==> config.mk <==
export PLATFORM = sky130hd
export DESIGN_NAME = touch_outlier_reject_average
export DESIGN_NICKNAME = d
export VERILOG_FILES = /design/src/rtl/tora_pkg.sv /design/src/rtl/touch_outlier_reject_average.sv /design/src/rtl/tora_regs.sv /design/src/rtl/tora_core.sv
export SDC_FILE = /design/constraint.sdc
export NUM_CORES = 2
export LEC_CHECK = 0
export ABC_AREA = 1
export BUFFER_PORTS_ARGS = -buffer_cell sky130_fd_sc_hd__buf_2
export CORE_MARGIN = 2
export CORE_UTILIZATION = 58
export CTS_BUF_LIST = sky130_fd_sc_hd__clkbuf_2
export DETAILED_ROUTE_END_ITERATION = 12
export PLACE_DENSITY = 0.86
export SYNTH_ARGS = -nofsm -noshare
export SYNTH_HDL_FRONTEND = slang
export SYNTH_SLANG_ARGS = --single-unit
==> constraint.sdc <==
create_clock -name i_clk -period 17.5 [get_ports i_clk]
set_input_delay 3.5 -clock i_clk [delete_from_list [all_inputs] [get_ports i_clk]]
set_output_delay 3.5 -clock i_clk [all_outputs]
set_load 0.005 [all_outputs]
==> src/rtl/tora_pkg.sv <==
// Shared types and constants for the touch outlier-reject averager.
// Used by tora_regs, tora_core and touch_outlier_reject_average.
package tora_pkg;

    // Fixed field widths
    localparam int IN_W    = 13;
    localparam int OUT_W   = 12;
    localparam int STEP_W  = 24;
    localparam int LIMIT_W = 3;
    localparam int MISS_W  = 3;

    // Configuration port
    localparam int DATA_W = 32;
    localparam int ADDR_W = 3;

    localparam logic [ADDR_W-1:0] ADDR_STEP  = 3'd0;
    localparam logic [ADDR_W-1:0] ADDR_LIMIT = 3'd4;

    // Register select, taken from the word-address bit
    localparam logic REG_SEL_STEP  = 1'b0;
    localparam logic REG_SEL_LIMIT = 1'b1;

    // Reset values
    localparam logic [STEP_W-1:0]  STEP_RST  = 24'd1800;
    localparam logic [LIMIT_W-1:0] LIMIT_RST = 3'd3;

    typedef struct packed {
        logic [STEP_W-1:0]  step_distance_sq;
        logic [LIMIT_W-1:0] miss_limit;
    } t_cfg;

    typedef struct packed {
        logic             emit;
        logic [OUT_W-1:0] avg_x;
        logic [OUT_W-1:0] avg_y;
    } t_result;

endpackage

==> src/rtl/touch_outlier_reject_average.sv <==
// Result path: the input register takes an item, then the single-pass datapath loads the
// result register and raises o_valid when that item completes an average.
// Throughput: one item per cycle while results are taken; when a result waits,
// the input register holds one more item and then o_ready drops.
// Reset (i_rst_n low, synchronous): no reference, miss and fill counts zero,
// registers at step_distance_sq = 1800 and miss_limit = 3; no clearing pass.
module touch_outlier_reject_average #(
    parameter int AVG_COUNT  = 3,
    parameter int COORD_BITS = 12
) (
    input  logic                              i_clk,
    input  logic                              i_rst_n,
    // Input items
    input  logic                              i_valid,
    output logic                              o_ready,
    input  logic signed [tora_pkg::IN_W-1:0]  i_pos_x,
    input  logic signed [tora_pkg::IN_W-1:0]  i_pos_y,
    // Result items
    output logic                              o_valid,
    input  logic                              i_ready,
    output logic [tora_pkg::OUT_W-1:0]        o_avg_x,
    output logic [tora_pkg::OUT_W-1:0]        o_avg_y,
    // Configuration
    input  logic                              psel,
    input  logic                              penable,
    input  logic                              pwrite,
    input  logic [tora_pkg::ADDR_W-1:0]       paddr,
    input  logic [tora_pkg::DATA_W-1:0]       pwdata,
    output logic [tora_pkg::DATA_W-1:0]       prdata,
    output logic                              pready
);

    tora_pkg::t_cfg                 cfg;
    tora_pkg::t_result              result;

    logic                           r_in_vld;
    logic [tora_pkg::IN_W-1:0]      r_in_x, r_in_y;
    logic                           r_out_vld;
    logic [tora_pkg::OUT_W-1:0]     r_out_x, r_out_y;
    logic                           advance;
    logic                           in_take;

    tora_regs u_regs (
        .i_clk   (i_clk),
        .i_rst_n (i_rst_n),
        .psel    (psel),
        .penable (penable),
        .pwrite  (pwrite),
        .paddr   (paddr),
        .pwdata  (pwdata),
        .prdata  (prdata),
        .pready  (pready),
        .o_cfg   (cfg)
    );

    // Process the held item when the result register can take its result
    assign advance = r_in_vld && (!r_out_vld || i_ready);
    assign o_ready = !r_in_vld || advance;
    assign in_take = i_valid && o_ready;

    // Input register
    always_ff @(posedge i_clk) begin
        if (!i_rst_n) begin
            r_in_vld <= 1'b0;
        end else if (in_take) begin
            r_in_vld <= 1'b1;
        end else if (advance) begin
            r_in_vld <= 1'b0;
        end
    end

    always_ff @(posedge i_clk) begin
        if (in_take) begin
            r_in_x <= i_pos_x;
            r_in_y <= i_pos_y;
        end
    end

    tora_core #(
        .AVG_COUNT  (AVG_COUNT),
        .COORD_BITS (COORD_BITS)
    ) u_core (
        .i_clk     (i_clk),
        .i_rst_n   (i_rst_n),
        .i_cfg     (cfg),
        .i_advance (advance),
        .i_pos_x   (r_in_x),
        .i_pos_y   (r_in_y),
        .o_result  (result)
    );

    // Result register: load on emit, drop once taken
    always_ff @(posedge i_clk) begin
        if (!i_rst_n) begin
            r_out_vld <= 1'b0;
        end else if (advance && result.emit) begin
            r_out_vld <= 1'b1;
        end else if (i_ready) begin
            r_out_vld <= 1'b0;
        end
    end

    always_ff @(posedge i_clk) begin
        if (advance && result.emit) begin
            r_out_x <= result.avg_x;
            r_out_y <= result.avg_y;
        end
    end

    assign o_valid = r_out_vld;
    assign o_avg_x = r_out_x;
    assign o_avg_y = r_out_y;

endmodule

==> src/rtl/tora_regs.sv <==
// Configuration register file behind the APB-style port.
// Depends on tora_pkg for widths, addresses and the t_cfg struct.
module tora_regs (
    input  logic                          i_clk,
    input  logic                          i_rst_n,
    input  logic                          psel,
    input  logic                          penable,
    input  logic                          pwrite,
    input  logic [tora_pkg::ADDR_W-1:0]   paddr,
    input  logic [tora_pkg::DATA_W-1:0]   pwdata,
    output logic [tora_pkg::DATA_W-1:0]   prdata,
    output logic                          pready,
    output tora_pkg::t_cfg                o_cfg
);

    logic [tora_pkg::STEP_W-1:0]  r_step;
    logic [tora_pkg::LIMIT_W-1:0] r_limit;
    logic                         wr_en;

    assign wr_en  = psel && penable && pwrite;
    assign pready = 1'b1;

    // Write on the access cycle
    always_ff @(posedge i_clk) begin
        if (!i_rst_n) begin
            r_step  <= tora_pkg::STEP_RST;
            r_limit <= tora_pkg::LIMIT_RST;
        end else if (wr_en) begin
            unique case (paddr[2])
                tora_pkg::REG_SEL_STEP:  r_step  <= pwdata[tora_pkg::STEP_W-1:0];
                tora_pkg::REG_SEL_LIMIT: r_limit <= pwdata[tora_pkg::LIMIT_W-1:0];
                default:                 r_step  <= r_step;
            endcase
        end
    end

    // Read back
    always_comb begin
        priority if (paddr == tora_pkg::ADDR_STEP) begin
            prdata = tora_pkg::DATA_W'(r_step);
        end else if (paddr == tora_pkg::ADDR_LIMIT) begin
            prdata = tora_pkg::DATA_W'(r_limit);
        end else begin
            prdata = '0;
        end
    end

    assign o_cfg.step_distance_sq = r_step;
    assign o_cfg.miss_limit       = r_limit;

endmodule

==> src/rtl/tora_core.sv <==
// Filter state and single-pass datapath: distance check, sample store, mean.
// Depends on tora_pkg for field widths and the t_cfg / t_result structs.
module tora_core #(
    parameter int AVG_COUNT  = 3,
    parameter int COORD_BITS = 12
) (
    input  logic                        i_clk,
    input  logic                        i_rst_n,
    input  tora_pkg::t_cfg              i_cfg,
    input  logic                        i_advance,
    input  logic [tora_pkg::IN_W-1:0]   i_pos_x,
    input  logic [tora_pkg::IN_W-1:0]   i_pos_y,
    output tora_pkg::t_result           o_result
);

    localparam int MAG_W   = tora_pkg::IN_W - 1;
    localparam int CLAMP_W = (COORD_BITS > MAG_W) ? COORD_BITS : MAG_W;
    localparam logic [CLAMP_W-1:0] COORD_MAX =
        CLAMP_W'((64'd1 << COORD_BITS) - 64'd1);

    localparam int FILL_W = (AVG_COUNT > 1) ? $clog2(AVG_COUNT) : 1;
    localparam logic [FILL_W-1:0] FILL_LAST = FILL_W'(AVG_COUNT - 1);

    // Mean via reciprocal multiply: floor(s / N) = (s * RECIP) >> SHIFT
    localparam int SUM_W   = COORD_BITS + $clog2(AVG_COUNT);
    localparam int SHIFT   = SUM_W + $clog2(AVG_COUNT);
    localparam int RECIP_W = SHIFT + 1;
    localparam logic [RECIP_W-1:0] RECIP =
        RECIP_W'(((64'd1 << SHIFT) + 64'(AVG_COUNT) - 64'd1) / 64'(AVG_COUNT));
    localparam int PROD_W  = SUM_W + RECIP_W;

    localparam int SQ_W   = 2 * COORD_BITS;
    localparam int DIST_W = SQ_W + 1;
    localparam int LIM_W  = tora_pkg::MISS_W + 1 + tora_pkg::STEP_W;
    localparam int CMP_W  = (DIST_W > LIM_W) ? DIST_W : LIM_W;

    // State
    logic [COORD_BITS-1:0]        r_ref_x, r_ref_y;
    logic                         r_ref_vld;
    logic [tora_pkg::MISS_W-1:0]  r_miss;
    logic [FILL_W-1:0]            r_fill;
    logic [COORD_BITS-1:0]        r_store_x [AVG_COUNT];
    logic [COORD_BITS-1:0]        r_store_y [AVG_COUNT];

    logic [tora_pkg::MISS_W-1:0]  n_miss;
    logic [FILL_W-1:0]            n_fill;
    logic                         n_ref_vld;

    logic                         coord_neg;
    logic [CLAMP_W-1:0]           wide_x, wide_y;
    logic [COORD_BITS-1:0]        cx, cy;
    logic [COORD_BITS-1:0]        ex, ey;
    logic [COORD_BITS-1:0]        dx, dy;
    logic [SQ_W-1:0]              sq_x, sq_y;
    logic [CMP_W-1:0]             dist_sq, lim;
    logic [tora_pkg::MISS_W:0]    miss_inc;
    logic                         reset_due;
    logic                         in_range;
    logic                         take;
    logic                         emit;
    logic [SUM_W-1:0]             sum_x, sum_y;
    logic [PROD_W-1:0]            prod_x, prod_y;

    // Sign check and saturation into the coordinate range
    assign coord_neg = i_pos_x[tora_pkg::IN_W-1] | i_pos_y[tora_pkg::IN_W-1];
    assign wide_x = CLAMP_W'(i_pos_x[MAG_W-1:0]);
    assign wide_y = CLAMP_W'(i_pos_y[MAG_W-1:0]);
    assign cx = COORD_BITS'((wide_x > COORD_MAX) ? COORD_MAX : wide_x);
    assign cy = COORD_BITS'((wide_y > COORD_MAX) ? COORD_MAX : wide_y);

    // Reference: the sample itself when none is held yet
    assign ex = r_ref_vld ? r_ref_x : cx;
    assign ey = r_ref_vld ? r_ref_y : cy;

    // Squared distance against scaled threshold
    assign dx      = (cx >= ex) ? (cx - ex) : (ex - cx);
    assign dy      = (cy >= ey) ? (cy - ey) : (ey - cy);
    assign sq_x    = SQ_W'(dx) * SQ_W'(dx);
    assign sq_y    = SQ_W'(dy) * SQ_W'(dy);
    assign dist_sq = CMP_W'(sq_x) + CMP_W'(sq_y);

    assign miss_inc = {1'b0, r_miss} + 1'b1;
    assign lim = CMP_W'(LIM_W'(miss_inc) * LIM_W'(i_cfg.step_distance_sq));

    assign reset_due = (r_miss >= i_cfg.miss_limit);
    assign in_range  = (dist_sq <= lim);
    assign take      = i_advance && !coord_neg && !reset_due && in_range;
    assign emit      = take && (r_fill == FILL_LAST);

    // Sum the stored samples, with the current one in its slot
    always_comb begin
        sum_x = '0;
        sum_y = '0;
        for (int i = 0; i < AVG_COUNT; i++) begin
            if (FILL_W'(i) == r_fill) begin
                sum_x = sum_x + SUM_W'(cx);
                sum_y = sum_y + SUM_W'(cy);
            end else begin
                sum_x = sum_x + SUM_W'(r_store_x[i]);
                sum_y = sum_y + SUM_W'(r_store_y[i]);
            end
        end
    end

    assign prod_x = PROD_W'(sum_x) * PROD_W'(RECIP);
    assign prod_y = PROD_W'(sum_y) * PROD_W'(RECIP);

    assign o_result.emit  = emit;
    assign o_result.avg_x = tora_pkg::OUT_W'(prod_x[PROD_W-1:SHIFT]);
    assign o_result.avg_y = tora_pkg::OUT_W'(prod_y[PROD_W-1:SHIFT]);

    // Next control state
    always_comb begin
        n_miss    = r_miss;
        n_fill    = r_fill;
        n_ref_vld = r_ref_vld;
        if (i_advance && !coord_neg) begin
            if (reset_due) begin
                n_miss    = '0;
                n_fill    = '0;
                n_ref_vld = 1'b0;
            end else begin
                n_ref_vld = 1'b1;
                if (!in_range) begin
                    n_miss = miss_inc[tora_pkg::MISS_W-1:0];
                end else begin
                    n_miss = '0;
                    n_fill = emit ? '0 : r_fill + 1'b1;
                end
            end
        end
    end

    // Hold control state
    always_ff @(posedge i_clk) begin
        if (!i_rst_n) begin
            r_miss    <= '0;
            r_fill    <= '0;
            r_ref_vld <= 1'b0;
        end else begin
            r_miss    <= n_miss;
            r_fill    <= n_fill;
            r_ref_vld <= n_ref_vld;
        end
    end

    // Reference point follows each stored sample
    always_ff @(posedge i_clk) begin
        if (!i_rst_n) begin
            r_ref_x <= '0;
            r_ref_y <= '0;
        end else if (take) begin
            r_ref_x <= cx;
            r_ref_y <= cy;
        end
    end

    // Store the sample in its fill slot
    always_ff @(posedge i_clk) begin
        if (take) begin
            r_store_x[r_fill] <= cx;
            r_store_y[r_fill] <= cy;
        end
    end

endmodule

==> impl_metrics.toml <==
[floorplan]
die_width_um = 229
initial_core_util_pct = 58.7
num_rows = 82
die_height_um = 229
core_area_um2 = 50100
dieArea_um2 = 52500
pin_count = 127

[clocking]
cts_root_buf = "clkbuf_2"
htree_levels = 4
hold_buffers = 0
clk_latency_ns = 0.90
cts_resized = 0
clk_path_buf_depth = 2
cts_buffers = 17
clk_pin_slew_ns = 0.27
clock-sinks = 181
cts_tree = "yes"
post-cts-setup-buffer-count = 0

[global_routing]
gr-usage-all-layers_pct = 26.5
grt_pass1_vias = 24500
grt_pass1_wl_um = 114000
antenna_found_initial = 1
grt-ovfl-total = 0
grt_max_degree = 50

[outcome]
status = "completed"

[yosys]
ys_warn_count = 0
synth_edf_count = 122
syn_area_um2 = 29400
synth_ff_type = "edfxtp_1"
ys_seq_area_share_pct = 16.5
synthArstFlopShare_pct = 0
ys_types = 56
ys_seq_elements = 181
synthCells = 3573
syn_avg_cell_area_um2 = 8.23

[worst_setup_path]
cp-start-kind = "flop"
critPathSlowestCell = "fa_1"
cpPeakStageDelay_ns = 0.58
path_class = "reg2reg"
cp_max_fo = 49
arrival_ns = 13.66
cpLargestDelayFamily = "adder cells"
cp_num_buf_inv = 12
end_kind = "flop"
crit_path_frequent_cell = "nand2_1"
required_ns = 17.97

[routing]
met3_length_um = 3030
wl_met2_um = 34900
drt_iter0_markers = 1396
drt_wl_total_um = 67100
viasPerCell = 5.41
drtPass1Iterations = 9
topRoutingLayerUsed = "met4"
wl_per_cell_um = 15.6
drt-met1-wl_um = 26400
drc = 0
antenna_left = 0
via_count = 23300

[timing]
max_slew_margin_pct = 25.9
tns_ns = 0
clock_skew_ns = 0.0448
rsz0062_at_grt = "false"
finalHoldViolCount = 0
fin_crit_sh_pct = 75.3
slew_viol_final = 0
tightest_slew_ns = 1.11
final.min_clock_period_ns = 13.18
fmax_mhz = 75.9
setup_viol = 0
setup_slack_ns = 4.32
hold_slack_ns = 0.502

[placed_design]
gp_congestion = 0.956
io_buffers = 109
place_ws_ns = 4.51
post-dp-hpwl_um = 57300
dp.cells = 4280

[final_layout]
n_fill_cell = 4257
final_cells = 4313
fin_nets = 4487
layout-drive-gt1-share_pct = 5.96
syn_to_final_growth_pct = 4.36

[hold_path]
min_path_type = "reg2reg"

[flow_run]
maxCapViolCount = 0
==> routing by layer <==
metal,GRT usage (%),up-vias
li1,-,11300
met4,11.3,0
met5,0,-
met1,30.6,11200
met2,49.6,700
met3,2.83,182
==> layout make-up <==
class	instances	area [um^2]	share of cell area, %
Antenna cell	1	2.50	0.00815
Clock buffer	17	85.1	0.277
Multi-Input combinational cell	2525	21200	69.2
Clock inverter	15	136	0.444
Inverter	788	2960	9.64
Timing Repair Buffer	114	583	1.90
Sequential cell	181	4840	15.8
Tap cell	672	841	2.74
==> worst paths after layout <==
kind                                 start                                to  slack (ns)  depth (start not counted)
min reg2reg  u_core.r_ref_vld$_SDFFE_PN0P_     u_core.r_ref_vld$_SDFFE_PN0P_        0.50                          2
max          u_core.r_ref_vld$_SDFFE_PN0P_  u_core.r_store_x[2][7]$_DFFE_PP_        4.32                         51
min          u_core.r_ref_vld$_SDFFE_PN0P_     u_core.r_ref_vld$_SDFFE_PN0P_        0.50                          2
max reg2reg  u_core.r_ref_vld$_SDFFE_PN0P_  u_core.r_store_x[2][7]$_DFFE_PP_        4.32                         51
==> flip-flops by register name, indices dropped and copies added (netlist names), 12 cells and up <==
| register | cells |
|---|---|
| r_in_y | 13 |
| u_regs.r_step | 24 |
| u_core.r_store_y | 36 |
| r_in_x | 13 |
| u_core.r_ref_y | 12 |
| o_avg_y | 12 |
| u_core.r_store_x | 36 |
| u_core.r_ref_x | 12 |
| o_avg_x | 12 |
==> cell usage in the layout, fill, tap and decap left out, drive strengths merged, types with 3 or more instances in the layout <==
cell / Yosys / routed
a211oi: 4 / 4
a21boi: 5 / 5
a21o: 17 / 17
a21oi: 217 / 217
a31o: 3 / 3
a31oi: 11 / 11
buf: 20 / 114
clkbuf: 66 / 17
clkinv: 3 / 6
conb: 2 / 9
dfxtp: 59 / 59
edfxtp: 122 / 122
fa: 364 / 364
ha: 428 / 428
inv: 785 / 797
nand2: 585 / 585
nand3: 79 / 79
nand3b: 3 / 3
nand4: 13 / 13
nor2: 322 / 322
nor3: 15 / 15
nor4: 7 / 7
o2111ai: 5 / 5
o211ai: 6 / 6
o21a: 7 / 7
o21ai: 228 / 228
o21bai: 18 / 18
o22ai: 3 / 3
o31ai: 7 / 7
or2: 8 / 8
xnor2: 52 / 52
xor2: 101 / 101
==> cells by family (layout without fill, tap and decap cells) <==
family | after synthesis | count (layout) | synth area share, %
compound gates | 536 | 536 | 9.96
fa+ha+maj | 792 | 792 | 43.0
simple gates | 1034 | 1034 | 14.5
other cells | 2 | 10 | 0.0255
flops | 181 | 181 | 16.5
xor+xnor | 154 | 154 | 4.66
buf+inv | 874 | 934 | 11.4
==> through the flow <==
| stage | utilization (%) | instance area [um^2] |
|---|---|---|
| after CTS | 61.3 | 30700 |
| final | 61.3 | 30700 |
| after global placement | 60.9 | 30500 |
| after detailed placement | 60.9 | 30500 |
| after global routing | 61.3 | 30700 |
| after floorplan | - | 29400 |
==> cells in the mapped netlist (8+ instances only) <==
cell,instances,area [um^2]
a21o_1,17,128
a21oi_1,216,1080
a31oi_1,11,68.8
buf_4,11,82.6
clkbuf_1,64,240
dfxtp_1,59,1180
edfxtp_1,122,3660
fa_1,364,7290
ha_1,428,5360
inv_1,768,2880
inv_2,16,60.1
nand2_1,564,2120
nand2_2,13,81.3
nand2_4,8,90.1
nand3_1,71,355
nand3_2,8,80.1
nand4_1,13,81.3
nor2_1,317,1190
nor3_1,13,65.1
o21ai_0,218,1090
o21bai_1,18,135
xnor2_1,52,455
xor2_1,100,876
==> worst min-delay path, stage by stage (launching register included) <==
cell     delay, ns
dfxtp_1       0.37
nand2_1       0.06
a21oi_1       0.06
Power is not shown: default switching activity piles up to over one toggle a cycle in this logic, so the estimate is an artifact.
